$ cat src/design/cct_div_cell.sv
// cct_div_cell: one restoring division step on magnitudes, registered.
// Depends on nothing; chained by circle_collision_time_unit.
module cct_div_cell #(
   parameter int NW = 80,
   parameter int DW = 48,
   parameter int PW = 8
) (
   input  logic          clock,
   input  logic          en,
   input  logic [NW-1:0] n_in,
   input  logic [DW:0]   rem_in,
   input  logic [DW-1:0] den_in,
   input  logic [NW-1:0] q_in,
   input  logic [PW-1:0] p_in,
   output logic [NW-1:0] n_out,
   output logic [DW:0]   rem_out,
   output logic [DW-1:0] den_out,
   output logic [NW-1:0] q_out,
   output logic [PW-1:0] p_out
);
   logic [DW+1:0] sh;
   logic          ge;
   logic [NW-1:0] n_ff, q_ff;
   logic [DW:0]   rem_ff;
   logic [DW-1:0] den_ff;
   logic [PW-1:0] p_ff;

   always_comb begin
      sh = {rem_in, n_in[NW-1]};
      ge = sh >= {2'b00, den_in};
   end

   always_ff @(posedge clock) begin
      if (en) begin
         n_ff   <= n_in << 1;
         den_ff <= den_in;
         p_ff   <= p_in;
         q_ff   <= {q_in[NW-2:0], ge};
         rem_ff <= ge ? (DW+1)'(sh - {2'b00, den_in}) : sh[DW:0];
      end
   end

   assign n_out = n_ff;
   assign rem_out = rem_ff;
   assign den_out = den_ff;
   assign q_out = q_ff;
   assign p_out = p_ff;
endmodule
$ cat config.mk
export PLATFORM = sky130hd
export DESIGN_NAME = cct_div_cell
export DESIGN_NICKNAME = d
export VERILOG_FILES = /design/src/design/cct_div_cell.sv
export SDC_FILE = /design/constraint.sdc
export NUM_CORES = 1
export LEC_CHECK = 0
export BUFFER_PORTS_ARGS = -buffer_cell sky130_fd_sc_hd__buf_2
export CORE_ASPECT_RATIO = 2
export CORE_MARGIN = 10
export CORE_UTILIZATION = 30
export CTS_CLUSTER_DIAMETER = 120
export DETAILED_ROUTE_END_ITERATION = 8
export PLACE_DENSITY = 0.57
export SLEW_MARGIN = 15
export SYNTH_ARGS = -nofsm -noshare
export SYNTH_HDL_FRONTEND = slang
export SYNTH_SLANG_ARGS = --single-unit
export TNS_END_PERCENT = 10
$ cat constraint.sdc
create_clock -name clock -period 9.4 [get_ports clock]
set_input_delay 1.88 -clock clock [delete_from_list [all_inputs] [get_ports clock]]
set_output_delay 1.88 -clock clock [all_outputs]
set_load 0.02 [all_outputs]
==> reports/qor.yml <==
routing:
  drc_errors: 0
  routed_via_density: 4.80
  num_vias: 8764
  dr.pass1.iters: 7
  ant_nets: 0
  drt-total-wl_um: 44900
  wl_per_cell_um: 24.6
  drtIter0Drc: 422
finish:
  drive_above_1_share_pct: 43.4
  final_cell_area_um2: 15300
  fillers: 3606
  area_growth_pct: 35.2
  fin_nets: 1657
  multi_input_area_um2: 3060
  ff_latch_area_um2: 7930
global_route:
  grt.total_usage_pct: 18.3
  antenna_found_initial: 11
  grt_pass1_wl_um: 62200
  grt_pass1_vias: 9213
  grt_max_degree: 154
  grt-ovfl-total: 0
power:
  irDropWorstVdd_uv: 116
  p_leak_nw: 6.69
  powerDensity_nw_per_um2: 203
floorplan:
  core_area_um2: 37300
  start_util_pct: 30.4
  die_x_um: 157
  die_h_um: 295
  fp-row-count: 100
  num_io_pins: 532
  die-area_um2: 46400
synthesis:
  syn_nets: 1120
  yosys_warnings: 0
  ys_async_sr_fraction_pct: 0
  synth_edf_count: 264
  synth_area_leader_cell: "edfxtp_1"
  synth_top_area_share_pct: 70.0
  synth.area.top_cells: "edfxtp_1 (70%), ha_1 (5.3%), a21oi_1 (2.4%)"
  yosysSeqAreaShare_pct: 70.0
  netlist_area_um2: 11300
  ys_seq_elements: 264
  yosysUniqueCellTypes: 60
  post_synth_most_frequent_cells: "edfxtp_1 (264), nand2_1 (71), inv_1 (64)"
  postSynthCellCount: 804
  synth.avg_cell_area_um2: 14.1
  synthFlopType: "edfxtp_1"
  synth.most_common_cell: "edfxtp_1"
clock_tree:
  cts_resized: 0
  cts_root_buf: "clkbuf_16"
  cts_sinks: 264
  cts_max_level: 1
  post-cts-setup-buffers: 0
  clockBufferDepth: 3
  hold_buffers: 0
  cts_inserted_buffers: 26
  clkTransAtPathRegs_ps: 70
  cts_tree: "done"
worst_setup_path:
  crit_required_ps: 9690
  cp-start-kind: "primary input"
  path_class: "primary input to register"
  crit_fanout: 56
  crit_slowest_cell: "nor4_2"
  max_stage_delay_ps: 610
  crit_top_cell: "nor4_2"
  cp.arrival_ps: 5950
  path_cells: "buf_2 > inv_1 > ha_1 > nand4_1 > nor4_2 > o21ai_1 > a31oi_1 > nor4_2 > o311ai_1 > nand2_2 > buf_4 > inv_2 > mux2_2"
  endpoint_kind: "register"
timing:
  timing.fmax_mhz: 177
  finalCritPeriodShare_pct: 60.2
  tightest_slew_ps: 1030
  rsz0062_at_grt: "no"
  slew_viol_final: 0
  period_minus_slack_ps: 5660
  hold_viol_final: 0
  setup_tns_ps: 0
  relSlewSlack_pct: 30.4
  finalSetupViolations: 0
worst_hold_path:
  hold_class: "primary input to register"
placement:
  placedInstanceArea_um2: 14500
  hpwl_um: 37600
  gp_congestion: 0.909
  port_buffers: 529
outcome:
  status: "finished clean"
flow_run:
  max-cap-violations: 0
## final cells by class
type | count | area share (%)
Clock inverter | 16 | 0.809
Clock buffer | 30 | 4.48
Antenna cell | 7 | 0.114
Inverter | 65 | 1.59
Sequential cell | 264 | 51.7
Tap cell | 459 | 3.75
Timing Repair Buffer | 531 | 17.5
Multi-Input combinational cell | 453 | 20.0
## cell families after synthesis
logic type / count (synthesis) / share of synthesized area [%]
multiplexers: 4 / 0.397
flip-flops: 264 / 70.0
XOR/XNOR: 44 / 3.40
AND/OR/NAND/NOR: 160 / 6.59
adder cells (fa/ha/maj): 49 / 5.48
buffers and inverters: 87 / 3.06
AO/OA/AOI/OAI: 195 / 11.1
other: 1 / 0.0331
## per-stage QoR
| step | worst slack (ps) | instances | util, % | hold slack [ps] | total power, mW |
|---|---|---|---|---|---|
| final | 3740 | 1825 | 41.1 | 1520 | 3.12 |
| after global routing | 3510 | 1823 | 41.1 | 1470 | 3.25 |
| after CTS | 3740 | 1818 | 41.0 | 1470 | 3.16 |
| after detailed placement | 3170 | 1772 | 38.9 | 2060 | 2.14 |
| after global placement | 3200 | 1772 | 38.9 | 2060 | 2.13 |
| after floorplan | 4920 | 804 | - | 1980 | 1.84 |
## critical path, delay by kind of cell
kind | cells | cell delay [ps]
AO/OA/AOI/OAI | 3 | 800
adder cells (fa/ha/maj) | 1 | 390
buffers and inverters | 4 | 1120
multiplexers | 1 | 380
AND/OR/NAND/NOR | 4 | 1350
## final timing paths
path,to,slack [ps],start,cells after the start
worst max-delay path,rem_out[7],3740,den_in[21],13
worst min-delay path,n_out[9],1520,n_in[8],1
## where the power goes
part | internal, mW | switching, mW | total [mW]
Combinational | 0.214 | 0.427 | 0.641
Clock | 0.554 | 0.457 | 1.01
Sequential | 1.43 | 0.0302 | 1.46
## routing by layer
layer / GRT usage, % / wire length, µm / vias up
met1: 16.0 / 13500 / 4168
met3: 5.94 / 4430 / 81
met5: 0 / 21 / -
met2: 35.1 / 24600 / 426
met4: 10.0 / 2330 / 4
li1: - / - / 4085
## registers in the layout (all words and copies together) (netlist names)
signal,cells
den_out,48
n_out,79
p_out,8
q_out,80
rem_out,49
## placed cells by master, fill, tap and decap left out, types with 3 or more instances in the layout
| master | instances |
|---|---|
| o21bai_1 | 9 |
| nor3_1 | 6 |
| clkinv_1 | 4 |
| nand2_1 | 70 |
| and4_1 | 3 |
| nand2b_1 | 4 |
| and3_1 | 4 |
| nor2b_1 | 6 |
| xnor2_1 | 23 |
| o21ai_1 | 7 |
| clkinvlp_4 | 4 |
| mux2_1 | 3 |
| ha_1 | 48 |
| o21a_1 | 9 |
| buf_2 | 528 |
| nand3_1 | 12 |
| clkbuf_1 | 3 |
| diode_2 | 7 |
| nand4_1 | 11 |
| nor2_1 | 34 |
| clkbuf_16 | 27 |
| o21ai_0 | 54 |
| a31oi_1 | 4 |
| edfxtp_1 | 264 |
| a211oi_1 | 4 |
| a21oi_1 | 54 |
| xor2_1 | 21 |
| a211o_1 | 4 |
| o31ai_2 | 3 |
| a21o_1 | 21 |
| clkinv_2 | 4 |
| inv_1 | 64 |
| a21oi_2 | 3 |
Power figures use the tool's default switching activity.
