### src/design/cct_sqrt_cell.sv
// cct_sqrt_cell: one restoring square-root step on the running remainder, registered.
// Depends on nothing; chained by circle_collision_time_unit.
module cct_sqrt_cell #(
   parameter int DW = 96,
   parameter int RW = 48,
   parameter int PW = 8,
   parameter int BIT = 0
) (
   input  logic          clock,
   input  logic          en,
   input  logic [DW-1:0] d_in,
   input  logic [RW-1:0] r_in,
   input  logic [PW-1:0] p_in,
   output logic [DW-1:0] d_out,
   output logic [RW-1:0] r_out,
   output logic [PW-1:0] p_out
);
   logic [DW-1:0]   trial;
   logic            fits;
   logic [RW-1:0]   r_ff;
   logic [DW-1:0]   d_ff;
   logic [PW-1:0]   p_ff;

   // d_in holds D - r^2; (r + 2^BIT)^2 - r^2 = r*2^(BIT+1) + 2^(2*BIT)
   always_comb begin
      trial = (DW'(r_in) << (BIT + 1)) + (DW'(1) << (2 * BIT));
      fits  = d_in >= trial;
   end

   always_ff @(posedge clock) begin
      if (en) begin
         d_ff <= fits ? d_in - trial : d_in;
         p_ff <= p_in;
         r_ff <= fits ? (r_in | (RW'(1) << BIT)) : r_in;
      end
   end

   assign d_out = d_ff;
   assign r_out = r_ff;
   assign p_out = p_ff;
endmodule

### config.mk
export PLATFORM = sky130hd
export DESIGN_NAME = cct_sqrt_cell
export DESIGN_NICKNAME = d
export VERILOG_FILES = /design/src/design/cct_sqrt_cell.sv
export SDC_FILE = /design/constraint.sdc
export NUM_CORES = 1
export LEC_CHECK = 0
export BUFFER_PORTS_ARGS = -buffer_cell sky130_fd_sc_hd__buf_2
export CELL_PAD_IN_SITES_DETAIL_PLACEMENT = 0
export CELL_PAD_IN_SITES_GLOBAL_PLACEMENT = 2
export CORE_MARGIN = 2
export CORE_UTILIZATION = 31
export CTS_CLUSTER_SIZE = 8
export DETAILED_ROUTE_END_ITERATION = 7
export GPL_TIMING_DRIVEN = 0
export PLACE_DENSITY = 0.79
export SETUP_SLACK_MARGIN = 0.2
export SYNTH_ARGS = -nofsm -noshare
export SYNTH_HDL_FRONTEND = slang
export SYNTH_SLANG_ARGS = --single-unit
### constraint.sdc
create_clock -name clock -period 4.8 [get_ports clock]
set_clock_uncertainty 0.05 [all_clocks]
set_input_delay 0.96 -clock clock [delete_from_list [all_inputs] [get_ports clock]]
set_output_delay 0.96 -clock clock [all_outputs]
set_load 0.05 [all_outputs]
==> reports/qor.csv, run 1 <==
metric,value,unit
syn nets,1196,
fin cells,1726,
initial DRC count,552,
DR vias,8793,
vias in the first global route,8930,
most frequent cells in the layout,"buf_2, edfxtp_1, a21oi_1",
Flop pwr share,38.5,%
clock sink total,152,
Gate Count Post-Synth,992,
power per standard cell area,354.1,mW/mm2
Synth Register Bits,152,
Final setup viols,0,
Internal,2.747,mW
Core Area,0.03059,mm2
Clock Power Share,30.7,%
Max Slew Vio Count,0,
ANT nets after route,0,
"EDFF count, synth",152,
slew margin rel.,23.24,%
Routed WL,33000,um
Async SR Flop Fraction,0,%
leakage power,5.064,nW
max_cap viols,0,
Psw,1.601,mW
"Data arrival, critical path",4580,ps
Die Ht,180.4,um
Mapped Area,0.009648,mm2
fin nets,1521,
Syn Area/Cell,9.726,um2
die area,0.03255,mm2
GR Layer Usage met3,4.487,%
sw frac,36.82,%
share of post-route cells with drive strength above 1,27.46,%
Most Crowded Layer GR,met2,
post-synth cell types,65,
Global Route Usage Sum,20.21,%
CTS Buf Count,17,
chip width,180.4,um
GPL Wtd Cong,0.8713,
# placed instances,1694,
Post-DP HPWL,26300,um
number of fillers in the final layout,3221,
CTS tree,built,
RSZ-0062 raised after global routing,false,
status,finished clean,
IO Port Bufs,305,
combinational share of power,30.9,%
area grow syn2layout,27.25,%
DRC errors left,0,
"Warnings, synthesis",0,
Cell Rows,64,
met2 global-route usage,34.18,%
grt total ovfl,0,
post-synthesis sequential area ratio,47.31,%
DR WL/cell,19.12,um
Final Cycle Share,92.73,%
worst slew pin tran,1143,ps
htree depth,4,
startpoint types,primary input,
Initial Utilization,31.54,%
routed vias/inst,5.094,
Setup WS pre-CTS,-201.6,ps
most used flip-flop cell after synthesis,edfxtp_1,
min Tclk post-route,4451,ps
final hold violations,0,
root cell of the clock tree,clkbuf_16,
"commonest non-fill, non-tap cell in the layout",buf_2,
DR pass1 iterations,5,
crit path kind,in2reg,
initial antenna violation count,4,
I/O pins,306,
peak supply drop,0.2071,mV
worst-path maximum fanout,10,
M1 GR Usage,26.00,%
maximum clock frequency,0.2247,GHz
largest net degree at the start of global routing,82,
CP Data Required Time,4930,ps
post-layout worst setup margin,348.9,ps
first-pass GRT wire length,50830,um
Final Power,4.348,mW
Setup crit end kind,flop,
clock-pin slew on the worst setup and hold paths,60,ps
postcts setup bufs,0,
hold crit path type,in2reg,
Clock Tree Buf Depth,2,
-- what timing repair did --
| action | 4_1_cts | 5_1_grt |
|---|---|---|
| endpoints found under the hold margin | 0 | 0 |
| hold buffers | 0 | 0 |
| endpoints found under the setup margin | 0 | 26 |
| resized for setup | 0 | 6 |
-- worst paths after layout --
kind,startpoint,to,slack (ps),depth (start not counted)
hold / removal,p_in[1],p_out[1],650,1
setup / recovery,r_in[23],d_out[74],350,14
-- layer usage --
metal	routed length (um)	vias up
met5	41	-
met1	14620	4120
met2	15830	293
li1	-	4333
met4	529	6
met3	1987	41
-- area by class of cell --
class | count | area (um2) | share of cell area [%]
plain buffers | 37 | 156.4 | 1.274
clock buffers | 17 | 425.4 | 3.465
clock inverters | 14 | 131.4 | 1.070
diodes | 1 | 2.502 | 0.02038
inverters | 63 | 236.5 | 1.926
well taps | 396 | 495.5 | 4.036
flip-flops and latches | 152 | 4564 | 37.18
multi-input cells | 740 | 4705 | 38.32
repair buffers | 306 | 1560 | 12.71
-- sequential cells by signal, indices dropped and copies added, names as in the netlist --
register and count:
p_out 8, d_out 96, r_out 48
-- critical path, stage by stage --
cell and delay [ps]:
buf_2 90, inv_1 40, ha_1 260, clkbuf_1 290, nand4_1 150, or4_1 690
nor4_1 590, nand2_1 190, nand4_2 230, or2_2 140, buf_2 280, buf_4 330
nand4_1 160, xnor2_1 170
-- Yosys cell counts (3+ instances only) --
cell / count / area (um2)
a211oi_1: 6 / 45.04
a21o_1: 11 / 82.58
a21oi_1: 110 / 550.5
a31oi_1: 5 / 31.28
and2_1: 3 / 18.77
and3_1: 7 / 43.79
and4_1: 4 / 35.03
buf_2: 6 / 30.03
clkbuf_1: 29 / 108.9
edfxtp_1: 152 / 4564
ha_1: 49 / 613.1
inv_1: 63 / 236.5
nand2_1: 92 / 345.3
nand2b_1: 7 / 43.79
nand3_1: 23 / 115.1
nand4_1: 30 / 187.7
nor2_1: 85 / 319.1
nor3_1: 43 / 215.2
nor3b_1: 4 / 30.03
nor4_1: 18 / 112.6
nor4_2: 4 / 50.05
nor4b_1: 4 / 35.03
o211a_1: 5 / 50.05
o211ai_1: 5 / 37.54
o21a_1: 6 / 45.04
o21ai_0: 53 / 265.3
o21bai_1: 10 / 75.07
o31ai_1: 5 / 37.54
o41ai_1: 4 / 35.03
or2_2: 4 / 25.02
or3_1: 12 / 75.07
or4_1: 9 / 67.56
xnor2_1: 36 / 315.3
xor2_1: 52 / 455.4
-- cells by family after synthesis --
| family | after synthesis | synth area share, % |
|---|---|---|
| simple gates | 357 | 18.62 |
| compound gates | 245 | 15.47 |
| flops | 152 | 47.31 |
| buf+inv | 100 | 4.046 |
| xor+xnor | 88 | 7.989 |
| fa+ha+maj | 50 | 6.562 |
-- stage by stage --
| stage | util, % | setup TNS [ps] | cell area (um2) | hold slack (ps) |
|---|---|---|---|---|
| global route | 40.13 | 0 | 12280 | 626.1 |
| detailed placement | 38.26 | -3304 | 11700 | 1089 |
| CTS | 40.08 | 0 | 12260 | 624.4 |
| global placement | 38.15 | -3773 | 11670 | 1087 |
| finish | 40.13 | 0 | 12280 | 645.7 |
| floorplan | - | 0 | 9648 | 1009 |
-- power groups by stage --
| stage | clock network (mW) | registers [mW] | logic, mW |
|---|---|---|---|
| after CTS | 1.36 | 1.67 | 1.35 |
| after floorplan | 0 | 2.21 | 0.433 |
| final | 1.33 | 1.67 | 1.34 |
| after detailed placement | 0 | 1.70 | 1.34 |
| after global placement | 0 | 1.70 | 1.34 |
| after global routing | 1.41 | 1.69 | 1.44 |
No activity file was read; power rests on OpenSTA's default activity.
==> inputs of run 2 (changes only) <==
--- a/config.mk
+++ b/config.mk
@@ -5,11 +5,13 @@
 export SDC_FILE = /design/constraint.sdc
 export NUM_CORES = 1
 export LEC_CHECK = 0
+export ABC_AREA = 1
 export BUFFER_PORTS_ARGS = -buffer_cell sky130_fd_sc_hd__buf_2
+export CAP_MARGIN = 20
 export CELL_PAD_IN_SITES_DETAIL_PLACEMENT = 0
 export CELL_PAD_IN_SITES_GLOBAL_PLACEMENT = 2
 export CORE_MARGIN = 2
-export CORE_UTILIZATION = 31
+export CORE_UTILIZATION = 29
 export CTS_CLUSTER_SIZE = 8
 export DETAILED_ROUTE_END_ITERATION = 7
 export GPL_TIMING_DRIVEN = 0
==> run 2 against run 1 <==
Hold slack lost 65 ps. Global-route usage grew 6.4 points. Highest routed layer is now met4. Power grew 7.7%. Clock power grew 5%.
==> reports/qor.csv, run 2 <==
metric,value,unit
IO Port Bufs,305,
clock sink total,152,
Die Ht,214.4,um
# placed instances,2890,
Clock Tree Buf Depth,2,
I/O pins,306,
hold path startpoint,p_in[0],
Synth Register Bits,152,
Worst Hold Path Cells,1,
CTS tree,built,
Placement Cell Area,0.01515,mm2
setup_tns,0,ps
"commonest non-fill, non-tap cell in the layout",nand2_1,
status,finished clean,
worst-path maximum fanout,10,
routed vias/inst,4.602,
initial antenna violation count,1,
most used flip-flop cell after synthesis,edfxtp_1,
DR WL/cell,20.71,um
grt total ovfl,0,
post-synth cell types,34,
die area,0.04597,mm2
postcts setup bufs,0,
area grow syn2layout,22.54,%
CP Data Required Time,4950,ps
slew margin rel.,39.06,%
syn nets,2195,
fin nets,2521,
Setup crit end kind,flop,
hold buffers post-CTS,0,
fin area,0.01573,mm2
Initial Utilization,29.23,%
"EDFF count, synth",152,
vias in the first global route,13431,
Post-DP HPWL,52790,um
chip width,214.4,um
share of post-route cells with drive strength above 1,17.00,%
DR pass1 iterations,6,
peak supply drop,0.2419,mV
root cell of the clock tree,clkbuf_16,
max reg flops,96,
DRC errors left,0,
n_diodes,0,
Global Route Usage Sum,26.56,%
maximum clock frequency,0.2680,GHz
htree depth,4,
Cell Rows,77,
ANT nets after route,0,
number of fillers in the final layout,5040,
fin cells,2922,
"Warnings, synthesis",0,
post-CTS sizing,0,
post-synthesis sequential area ratio,35.55,%
power per standard cell area,297.6,mW/mm2
most frequent cells in the layout,"nand2_1, inv_1, buf_2",
Syn Area/Cell,6.449,um2
largest net degree at the start of global routing,79,
Synth top area share,35.55,%
Async SR Flop Fraction,0,%
post-synth top area cell,edfxtp_1,
RSZ-0062 raised after global routing,false,
DR vias,13448,
clock-pin slew on the worst setup and hold paths,70,ps
Gate Count Post-Synth,1991,
crit path kind,in2reg,
worst slew pin tran,907.1,ps
leakage power,7.985,nW
startpoint types,primary input,
"Data arrival, critical path",3890,ps
most numerous cell in the Yosys netlist,nand2_1,
final hold violations,0,
Hold Path End,p_out[0],
GPL Wtd Cong,0.8725,
CTS Buf Count,17,
Final setup viols,0,
first-pass GRT wire length,86820,um
max_cap viols,0,
Max Slew Vio Count,0,
Core Area,0.04393,mm2
"top cells by area, synth","edfxtp_1, nand2_1, inv_1",
initial DRC count,952,
Routed WL,60520,um
Final Cycle Share,77.75,%
min Tclk post-route,3732,ps
Mapped Area,0.01284,mm2
hold crit path type,in2reg,
Post-synth top cells,"nand2_1, inv_1, nor2_1",
## run 2: power breakdown
group,leakage (nW),switching [mW],total [mW],internal (mW)
combinational,6.22,1.24,1.62,0.382
sequential,1.49,0.0315,1.67,1.64
clock,0.282,0.660,1.39,0.733
total,7.99,1.93,4.68,2.75
## run 2: how the worst max path moves through the flow
stage | from | end | slack, ps | cells after the start
3_3_place_gp | r_in[6] | d_out[59] | 450 | 12
5_1_grt | d_in[0] | d_out[48] | 970 | 16
2_1_floorplan | r_in[0] | r_out[0] | 1780 | 16
6_report | d_in[0] | d_out[51] | 1070 | 15
4_1_cts | d_in[0] | d_out[48] | 1150 | 16
3_5_place_dp | d_in[0] | d_out[67] | 600 | 15
## run 2: worst max-delay path: stages
cell,delay [ps]
buf_2,200
fa_1,510
nand3_1,140
nand3_2,170
nand2_1,120
nand2_2,130
nand2_2,90
nand2_2,100
nand2_1,100
nand2_2,120
nand2_2,120
nand3_4,200
inv_4,220
buf_2,480
a21oi_1,200
## run 2: cell type report
class                           instances  area [um2]  area share, %
Timing Repair Buffer                  307        1568          9.964
Inverter                              430        1617          10.27
Tap cell                              592       740.7          4.708
Buffer                                 14       91.34         0.5805
Sequential cell                       152        4564          29.01
Multi-Input combinational cell       1395        6568          41.74
Clock buffer                           17       425.4          2.704
Clock inverter                         15       160.2          1.018
## run 2: routing by layer
layer	up-vias	track usage (%)	wire (um)
met3	54	4.695	3533
met1	6204	34.85	27430
li1	6812	-	-
met4	0	9.861	1751
met2	378	43.71	27810
met5	-	0	0
## run 2: per-stage QoR
stage / utilization (%) / power [mW] / setup WS [ps] / hold slack [ps]
2_1_floorplan: - / 2.752 / 1780 / 1009
3_3_place_gp: 34.39 / 3.321 / 453.4 / 1088
3_5_place_dp: 34.48 / 3.322 / 599.0 / 1089
4_1_cts: 35.81 / 4.736 / 1146 / 539.6
5_1_grt: 35.81 / 4.891 / 970.4 / 564.4
6_report: 35.81 / 4.682 / 1068 / 580.4
## run 2: cells by family after synthesis
group	count (synthesis)	synth area share [%]
and+or+nand+nor	1158	36.98
buffers and inverters	444	13.30
DFF	152	35.55
AOI/OAI and AO/OA	145	6.373
adders and majority gates	50	4.931
xor gates and xnor gates	42	2.865
